**config.mk**
```make
export PLATFORM = sky130hd
export DESIGN_NAME = sliding_window_median_filter
export DESIGN_NICKNAME = d
export VERILOG_FILES = /design/src/rtl/swmf_pkg.sv /design/src/rtl/swmf_ctrl.sv /design/src/rtl/swmf_datapath.sv /design/src/rtl/sliding_window_median_filter.sv
export SDC_FILE = /design/constraint.sdc
export NUM_CORES = 1
export LEC_CHECK = 0
export ABC_AREA = 0
export BUFFER_PORTS_ARGS = -buffer_cell sky130_fd_sc_hd__buf_4
export CAP_MARGIN = 15
export CORE_MARGIN = 2
export CORE_UTILIZATION = 54
export CTS_CLUSTER_SIZE = 20
export DETAILED_ROUTE_END_ITERATION = 16
export PLACE_DENSITY = 0.71
export SLEW_MARGIN = 15
export SYNTH_ARGS = -nofsm -noshare
export SYNTH_HDL_FRONTEND = slang
export SYNTH_SLANG_ARGS = --single-unit
export TNS_END_PERCENT = 30
```
**constraint.sdc**
```tcl
create_clock -name clk -period 10.05 [get_ports clk]
set_input_delay 2.01 -clock clk [delete_from_list [all_inputs] [get_ports clk]]
set_output_delay 2.01 -clock clk [all_outputs]
set_load 0.05 [all_outputs]
```
**src/rtl/swmf_pkg.sv**
```systemverilog
// Shared definitions for the sliding window median filter.
// Holds parameter defaults and the controller-to-datapath command bundle.
// No dependencies.
package swmf_pkg;

  localparam int WINDOW_DEFAULT      = 9;
  localparam int SAMPLE_BITS_DEFAULT = 16;

  typedef struct packed {
    logic load;   // write the sample into the ring and snapshot the ring
    logic sort;   // run one odd-even transposition pass
    logic odd;    // pass parity: compare pairs starting at odd positions
    logic emit;   // copy the middle element into the output register
  } cmd_t;

endpackage

```
**src/rtl/swmf_ctrl.sv**
```systemverilog
// Sequencer of the sliding window median filter: handshakes and sort passes.
// Depends on swmf_pkg (cmd_t).
module swmf_ctrl #(
  parameter int WINDOW = swmf_pkg::WINDOW_DEFAULT
) (
  input  logic           clk,
  input  logic           rst,
  input  logic           s_tvalid,
  output logic           s_tready,
  output logic           m_tvalid,
  input  logic           m_tready,
  output swmf_pkg::cmd_t cmd
);

  localparam int PASS_BITS = (WINDOW > 1) ? $clog2(WINDOW) : 1;

  localparam logic [1:0] ST_IDLE = 2'd0;
  localparam logic [1:0] ST_SORT = 2'd1;
  localparam logic [1:0] ST_DONE = 2'd2;

  logic [1:0]           state;
  logic [1:0]           state_next;
  logic [PASS_BITS-1:0] pass;
  logic [PASS_BITS-1:0] pass_next;
  logic                 out_valid;
  logic                 last_pass;

  assign last_pass = (pass == PASS_BITS'(WINDOW - 1));
  assign s_tready  = (state == ST_IDLE);
  assign m_tvalid  = out_valid;

  always_comb begin
    state_next = state;
    pass_next  = pass;
    cmd        = '0;
    unique case (state)
      ST_IDLE: begin
        if (s_tvalid) begin
          cmd.load   = 1'b1;
          pass_next  = '0;
          state_next = ST_SORT;
        end
      end
      ST_SORT: begin
        cmd.sort = 1'b1;
        cmd.odd  = pass[0];
        if (last_pass) begin
          state_next = ST_DONE;
        end else begin
          pass_next = pass + 1'b1;
        end
      end
      ST_DONE: begin
        // hold the result until the output register frees up
        if (!out_valid || m_tready) begin
          cmd.emit   = 1'b1;
          state_next = ST_IDLE;
        end
      end
      default: begin
        state_next = ST_IDLE;
      end
    endcase
  end

  always_ff @(posedge clk) begin
    if (rst) begin
      state     <= ST_IDLE;
      pass      <= '0;
      out_valid <= 1'b0;
    end else begin
      state <= state_next;
      pass  <= pass_next;
      if (cmd.emit) begin
        out_valid <= 1'b1;
      end else if (m_tready) begin
        out_valid <= 1'b0;
      end
    end
  end

endmodule

```
**src/rtl/swmf_datapath.sv**
```systemverilog
// Datapath of the sliding window median filter: sample ring, sort array,
// compare-exchange row and output register. Depends on swmf_pkg (cmd_t).
module swmf_datapath #(
  parameter int WINDOW      = swmf_pkg::WINDOW_DEFAULT,
  parameter int SAMPLE_BITS = swmf_pkg::SAMPLE_BITS_DEFAULT
) (
  input  logic                   clk,
  input  logic                   rst,
  input  swmf_pkg::cmd_t         cmd,
  input  logic [SAMPLE_BITS-1:0] sample,
  output logic [SAMPLE_BITS-1:0] median
);

  localparam int IDX_BITS = (WINDOW > 1) ? $clog2(WINDOW) : 1;

  logic signed [SAMPLE_BITS-1:0] ring [WINDOW];
  logic signed [SAMPLE_BITS-1:0] work [WINDOW];
  logic signed [SAMPLE_BITS-1:0] work_next [WINDOW];
  logic [IDX_BITS-1:0]           wpos;
  logic [SAMPLE_BITS-1:0]        median_reg;

  assign median = median_reg;

  // one transposition pass: disjoint adjacent pairs swap when out of order
  always_comb begin
    work_next = work;
    for (int i = 0; i < WINDOW - 1; i++) begin
      if ((((i & 1) == 1) == cmd.odd) && (work[i] > work[i+1])) begin
        work_next[i]   = work[i+1];
        work_next[i+1] = work[i];
      end
    end
  end

  always_ff @(posedge clk) begin
    if (rst) begin
      for (int i = 0; i < WINDOW; i++) begin
        ring[i] <= '0;
      end
      wpos <= '0;
    end else if (cmd.load) begin
      ring[wpos] <= $signed(sample);
      wpos       <= (wpos == IDX_BITS'(WINDOW - 1)) ? '0 : wpos + 1'b1;
    end
  end

  always_ff @(posedge clk) begin
    if (cmd.load) begin
      // snapshot the ring with the new sample already in place
      for (int i = 0; i < WINDOW; i++) begin
        work[i] <= (IDX_BITS'(i) == wpos) ? $signed(sample) : ring[i];
      end
    end else if (cmd.sort) begin
      work <= work_next;
    end
    if (cmd.emit) begin
      median_reg <= work[WINDOW/2];
    end
  end

endmodule

```
**src/rtl/sliding_window_median_filter.sv**
```systemverilog
// Sliding window median filter top level: stream ports, controller and datapath.
// Depends on swmf_pkg, swmf_ctrl and swmf_datapath.
//
// Usage:
//   Input channel s_*: one signed sample per beat in the low SAMPLE_BITS bits of
//   s_tdata. Output channel m_*: one median per input beat, in the same place.
//   Each accepted sample overwrites the oldest ring entry; the result is the
//   element at position WINDOW/2 of the sorted ring.
//   Sequence: a sample is loaded, then sorted by WINDOW odd-even transposition
//   passes over a register row, then the middle element is moved into the
//   output register; the same register write sets m_tvalid. s_tready is high
//   only while no sample is being sorted, so a new beat is taken only after the
//   previous median has been moved to the output register.
//   The next sample is accepted while an earlier median still waits in the
//   output register. If the receiver stalls longer, the finished median is held
//   inside and s_tready stays low until the output register frees up.
//   Reset (rst, synchronous) zeroes the ring and write position and drops any
//   pending result, so the first WINDOW-1 medians include those zeros.
module sliding_window_median_filter #(
  parameter int WINDOW      = swmf_pkg::WINDOW_DEFAULT,
  parameter int SAMPLE_BITS = swmf_pkg::SAMPLE_BITS_DEFAULT
) (
  input  logic                                clk,
  input  logic                                rst,
  input  logic                                s_tvalid,
  output logic                                s_tready,
  input  logic [((SAMPLE_BITS+7)/8)*8-1:0]    s_tdata,   // [SAMPLE_BITS-1:0] sample
  output logic                                m_tvalid,
  input  logic                                m_tready,
  output logic [((SAMPLE_BITS+7)/8)*8-1:0]    m_tdata    // [SAMPLE_BITS-1:0] median
);

  localparam int DATA_BITS = ((SAMPLE_BITS + 7) / 8) * 8;

  swmf_pkg::cmd_t         cmd;
  logic [SAMPLE_BITS-1:0] median;

  swmf_ctrl #(
    .WINDOW(WINDOW)
  ) u_ctrl (
    .clk      (clk),
    .rst      (rst),
    .s_tvalid (s_tvalid),
    .s_tready (s_tready),
    .m_tvalid (m_tvalid),
    .m_tready (m_tready),
    .cmd      (cmd)
  );

  swmf_datapath #(
    .WINDOW      (WINDOW),
    .SAMPLE_BITS (SAMPLE_BITS)
  ) u_datapath (
    .clk    (clk),
    .rst    (rst),
    .cmd    (cmd),
    .sample (s_tdata[SAMPLE_BITS-1:0]),
    .median (median)
  );

  assign m_tdata = DATA_BITS'(median);

endmodule

```
==> metrics.md, run 1 <==
| Metric | Value |
|---|---|
| Reg-to-Reg Start | u_datapath.work[107]$_DFFE_PP_ |
| Final WL | a little over 50000 um |
| Post_cts resized | 0 |
| First-pass GRT wire length | slightly below 80000 um |
| Hold_buf cts | 0 |
| Gate power share | between 30% and 40% |
| I/O pin total | 38 |
| Mapped cell area | 18000 sq um |
| Hpwl dp | between 30000 and 40000 um |
| Count leader, synth | edfxtp_1 |
| Net count, final | 1819 |
| Die area | 34800 sq um |
| Slew Limit Fails | 0 |
| Syn. warnings | 0 |
| Slew HR | about 23% |
| Die Width | 187 um |
| # setup viols final | 0 |
| Routed Antenna Nets | 0 |
| Final setup TNS | 0 ns |
| CTS H-tree lvls | 2 |
| Die height | between 150 and 200 um |
| Layout cell share with drive strength beyond 1 | roughly 7.5% |
| Max-cap violations | 0 |
| Sequential area share after synthesis | between 50% and 60% |
| Fmax | about 230 MHz |
| Yosys top cell area share | between 50% and 60% |
| Internal power | 3310 uW |
| CP Capture Type | flop |
| CTS max path bufs | 3 |
| Hold Vio Cnt, Final | 0 |
| Sw Share | 38.6% |
| Post-synth EDFFs | 304 |
| Total power | 5390 uW |
| Initial Utilization | between 50% and 60% |
| Port Buffers | 37 |
| Synthesized area per cell | approximately 11 sq um |
| DR vias | roughly 13000 |
| Post-synth net total | approximately 1800 |
| Hold Path Origin | u_datapath.wpos[1]$_SDFFE_PP0P_ |
| Hold WC Path Type | reg -> reg |
| Fin crit share | a little over two fifths |
| Max Fanout on Critical Path | 53 |
| Clock Sinks | between 300 and 400 |
| Total track usage | between 20 and 30% |
| Largest net degree at the start of global routing | just under 80 |
| Worst Skew | ~0.028 ns |
| Largest area contributor in the netlist | edfxtp_1 |
| Vias in the first global route | approximately 12000 |
| Post-Layout Cell Count | roughly 2100 |
| Worst slew pin tran | about 1.2 ns |
| Routed len/inst | between 20 and 25 um |
| CTS Buf Count | 35 |
| Residual DRC | 0 |
| Area growth, synth to finish | 8.45% |
| Core box area | 32700 sq um |
| Ys flop type | edfxtp_1 |
| Cell count after synthesis | roughly 1700 |
| Placed Instances | 2070 |
| CTS Root Cell | clkbuf_16 |
| Number of register bits inferred by synthesis | roughly 320 |
| CP required | between 10 and 15 ns |
| Rows | between 60 and 70 |
| Unrepaired setup endpoints after global routing | false |
| CTS tree | built |
| 1st-iter DRT viols | approximately 1700 |
| Worst Path Class, Setup | in -> reg |
| Synth cell types | 64 |
| DR pass1 iterations | 5 |
| GR Overflow Total | 0 |
| # Post-CTS Setup Buffers | 0 |
| PwrDens | between 200 and 300 nW/um^2 |
| Initial antenna violation count | 2 |
| Routability cong. | around 0.89 |
| Status | finished clean |
| Lkg Pwr | approximately 0.0079 uW |
| Via-per-instance ratio | approximately 6.3 |
| Fillers | ~2700 |
| Maximum vdd drop | around 0.14 mV |
| Crit path DAT | around 4.7 ns |
| Top cells by area, synth | edfxtp_1 (51%), ha_1 (9.3%), and2_1 (5.4%), nand2_1 (5.2%), a21oi_1 (4.4%) |
| Sequential share of power | between 40% and 50% |
| Worst Setup SP | s_tvalid |
| Post-route minimum period | around 4.3 ns |
| Clock power share | 22.4% |
| Post-synth top cells | edfxtp_1 (304), nand2_1 (247), a21oi_1 (160), and2_1 (154), ha_1 (134) |
| Critical Path Source Type | primary input |
| Switching power | roughly 2100 uW |
| Clk_lat worst skew | between 0.5 and 0.6 ns |
| CTS clk-pin slew, worst paths | 0.06 ns |
| Fraction of registers with async set/reset | 0% |
[worst max-delay path: stages]
cell and delay, ns:
buf_4 0.13, nand2_4 0.42, nand2_1 0.37, nor2_1 0.84, nand3_1 0.19, o21ai_2 0.36, a221o_1 0.28
[metrics by stage]
step	util (%)	hold WS, ns	worst slack, ns	instance area (sq um)
floorplan	-	0.482	5.93	18000
global placement	56.4	0.500	5.40	18500
detailed placement	56.5	0.505	5.38	18500
CTS	59.7	0.512	5.90	19500
global route	59.7	0.563	5.66	19500
finish	59.7	0.515	5.77	19500
[cell families after synthesis]
group / after synthesis / share of synthesized area, %
xor+xnor: 7 / 0.382
flops: 315 / 51.9
mux: 51 / 2.91
compound gates: 384 / 14.4
buf+inv: 249 / 5.59
simple gates: 551 / 15.5
fa+ha+maj: 134 / 9.31
[layer usage]
layer	global-route usage [%]	up-vias	share of wire [%]
met2	42.7	769	42
li1	-	6104	-
met3	8.80	93	13
met5	0	-	0
met1	42.7	6367	42
met4	8.24	0	2.7
[cell type report]
cell class	instances	area, sq um	area share, %
Tap cell	442	553	2.83
Multi-Input combinational cell	1127	7660	39.3
Inverter	133	499	2.56
Clock buffer	45	913	4.68
Sequential cell	315	9350	47.9
Timing Repair Buffer	53	405	2.08
Antenna cell	1	2.50	0.0128
Clock inverter	16	138	0.705
[cell usage in the layout, fill, tap and decap left out, drive strengths merged, types with 2 or more instances in the layout]
cell type	count
a2111oi	3
a211o	4
a211oi	19
a21o	13
a21oi	161
a221o	80
a311oi	2
a31oi	19
and2	154
and3	19
and4	4
and4b	2
buf	53
bufinv	2
clkbuf	45
clkinv	12
dfxtp	11
edfxtp	304
ha	134
inv	135
mux2i	51
nand2	247
nand2b	9
nand3	16
nand4	26
nor2	32
nor2b	13
nor3	9
nor4	4
o211ai	5
o21ai	51
o21bai	2
o32ai	16
o41ai	2
or2	10
or3	2
xnor2	2
xor2	5
[path summary, 6_finish.rpt]
kind,to,slack [ns],cells after the start
worst max-delay path,u_datapath.work[25]$_DFFE_PP_,5.77,7
worst min-delay path,u_datapath.wpos[1]$_SDFFE_PP0P_,0.51,2
worst max register to register,u_datapath.work[118]$_DFFE_PP_,6.03,11
worst min register to register,u_datapath.wpos[1]$_SDFFE_PP0P_,0.51,2
[power by group through the flow]
stage	sequential [uW]	combinational [uW]	clock, uW
2_1_floorplan	2060	1390	0
3_3_place_gp	2310	1720	0
3_5_place_dp	2310	1830	0
4_1_cts	2290	1840	1210
5_1_grt	2320	2090	1260
6_report	2310	1870	1210
Note: power is estimated with default switching activity, not from simulation.
==> run 2: changes to the inputs <==
==> constraint.sdc (replaced) <==
create_clock -name clk -period 4.2 [get_ports clk]
set_input_delay 0.84 -clock clk [delete_from_list [all_inputs] [get_ports clk]]
set_output_delay 0.84 -clock clk [all_outputs]
set_load 0.05 [all_outputs]
==> run 2 against run 1 <==
Against the previous run: sequential power up 130%; combinational power rose to 2.5 times the previous value; core utilization is 0.76 points higher; worst setup slack lost 5.0 ns; hold slack gained 0.0066 ns; routed wire length is 1.7% lower; first-iteration DRC count rose by 2.8%; total power increased by 140%.
==> metrics.md, run 2 (synthesis results as in run 1) <==
| Metric | Value |
|---|---|
| Status | finished clean |
| Fillers | 2732 (+2.5%) |
| CTS Buf Count | 36 (+2.9%) |
| Residual DRC | 0 (unchanged) |
| Max-cap violations | 0 (unchanged) |
| Net count, final | 1846 (+1.5%) |
| Rows | 66 (unchanged) |
| CTS Root Cell | clkbuf_16 |
| GR Overflow Total | 0 (unchanged) |
| CTS max path bufs | 3 (unchanged) |
| CTS tree | built |
| Area of the multi-input gates | 7660 sq um (unchanged) |
| FF+latch area | 9350 sq um (unchanged) |
| CP required | 4.36 ns (-6.06 ns) |
| Worst Skew | 0.0130 ns (-0.0154 ns) |
| Fin crit share | between 80% and 90% |
| First-pass GRT wire length | 77500 um (+0.30%) |
| 1st-iter DRT viols | 1766 (+2.8%) |
| CTS clk-pin slew, worst paths | 0.06 ns (about the same) |
| Initial Utilization | 55.1% (unchanged) |
| Die area | 34800 sq um (unchanged) |
| Final core utilization | 60.5% (+0.76 points) |
| PwrDens | 656 nW/um^2 (+140%) |
| Routed len/inst | 23.5 um (-3.0%) |
| Critical Path Source Type | flop |
| DR vias | 13300 (-0.38%) |
| Most frequent cells in the layout | edfxtp_1 (304), nand2_1 (246), a21oi_1 (160) |
| # Post-CTS Setup Buffers | 0 (unchanged) |
| Total power | 13000 uW (+140%) |
| Hold WC Path Type | reg -> reg |
| Slew Limit Fails | 0 (unchanged) |
| Maximum vdd drop | 0.350 mV (+150%) |
| Clk_lat worst skew | 0.53 ns (about the same) |
| Final WL | 50700 um (-1.7%) |
| Post-route setup slack | 0.748 ns (-5.03 ns) |
| Slew HR | 35.6% (+13 points) |
| Routability cong. | 0.947 (+6.8%) |
| Initial antenna violation count | 3 (+1) |
| Vias in the first global route | 12600 (+1.9%) |
| Largest net degree at the start of global routing | 182 (+130%) |
| Clock Sinks | 315 (unchanged) |
| Routed Antenna Nets | 0 (unchanged) |
| Worst slew pin tran | 0.961 ns (-0.191 ns) |
| Max Fanout on Critical Path | 18 (-66%) |
| Die height | 187 um (unchanged) |
| Area growth, synth to finish | 9.83% |
| CTS H-tree lvls | 2 (unchanged) |
| Via-per-instance ratio | 6.15 (-1.7%) |
| Hpwl dp | 35600 um (about the same) |
| Hold Vio Cnt, Final | 0 (unchanged) |
| Post-Place Worst Slack | 0.763 ns (-4.62 ns) |
| # setup viols final | 0 (unchanged) |
| Unrepaired setup endpoints after global routing | false |
| CP Capture Type | flop |
| Total track usage | 29.1% (-0.25 points) |
| I/O pin total | 38 (unchanged) |
| Core box area | 32700 sq um (unchanged) |
| Hold_buf cts | 0 (unchanged) |
| Layout cell share with drive strength beyond 1 | 8.91% (+1.4 points) |
| Post_cts resized | 0 (unchanged) |
| DR pass1 iterations | 7 (+2) |
| Lkg Pwr | 0.00806 uW (+2.0%) |
| Die Width | 187 um (unchanged) |
| Final hold slack | 0.522 ns (+0.00656 ns) |
| Fmax | 290 MHz |
| Crit path DAT | 3.61 ns (-1.04 ns) |
| Port Buffers | 37 (unchanged) |
| Post-route minimum period | approximately 3.5 ns |
| Most common cell after layout, fill and taps aside | edfxtp_1 |
| Final setup TNS | 0 ns (unchanged) |
| Worst Path Class, Setup | reg -> reg |
[run 2: where the power goes]
group	internal [uW]	switching (uW)
Sequential	4470	798
Combinational	1840	2870
Clock	1730	1260
[run 2: final cells by class]
class,count,share of cell area [%]
clock inverters,22,0.785
well taps,442,2.80
multi-input cells,1127,38.8
inverters,133,2.52
diodes,1,0.0127
repair buffers,79,3.06
flip-flops and latches,315,47.3
clock buffers,42,4.78
[run 2: layer usage]
| layer | track usage [%] | vias up | wire [um] |
|---|---|---|---|
| met5 | 0 | - | 0 |
| li1 | - | 6158 | - |
| met1 | 43.4 | 6328 | 22100 |
| met2 | 43.5 | 697 | 21700 |
| met3 | 5.49 | 99 | 5400 |
| met4 | 8.39 | 0 | 1520 |
[run 2: critical path, cell delays in order, from the launching register on]
cell      delay [ns]
edfxtp_1        0.44
ha_1            0.38
and4_1          0.26
nand2_1         0.11
a211o_1         0.11
nand4_1         0.23
xnor2_2         0.81
a211o_1         0.72
[run 2: metrics by stage]
stage | instances | instance area [sq um]
2_1_floorplan | 1691 | 18000
3_3_place_gp | 2096 | 18700
3_5_place_dp | 2096 | 18700
4_1_cts | 2160 | 19800
5_1_grt | 2160 | 19800
6_report | 2161 | 19800
[run 2: worst paths after layout]
kind | startpoint | end | slack (ns) | cells past startpoint
worst min-delay path | u_datapath.wpos[1]$_SDFFE_PP0P_ | u_datapath.wpos[1]$_SDFFE_PP0P_ | 0.52 | 2
worst max register to register | u_datapath.work[47]$_DFFE_PP_ | u_datapath.work[27]$_DFFE_PP_ | 0.75 | 7
worst max-delay path | u_datapath.work[47]$_DFFE_PP_ | u_datapath.work[27]$_DFFE_PP_ | 0.75 | 7
worst min register to register | u_datapath.wpos[1]$_SDFFE_PP0P_ | u_datapath.wpos[1]$_SDFFE_PP0P_ | 0.52 | 2
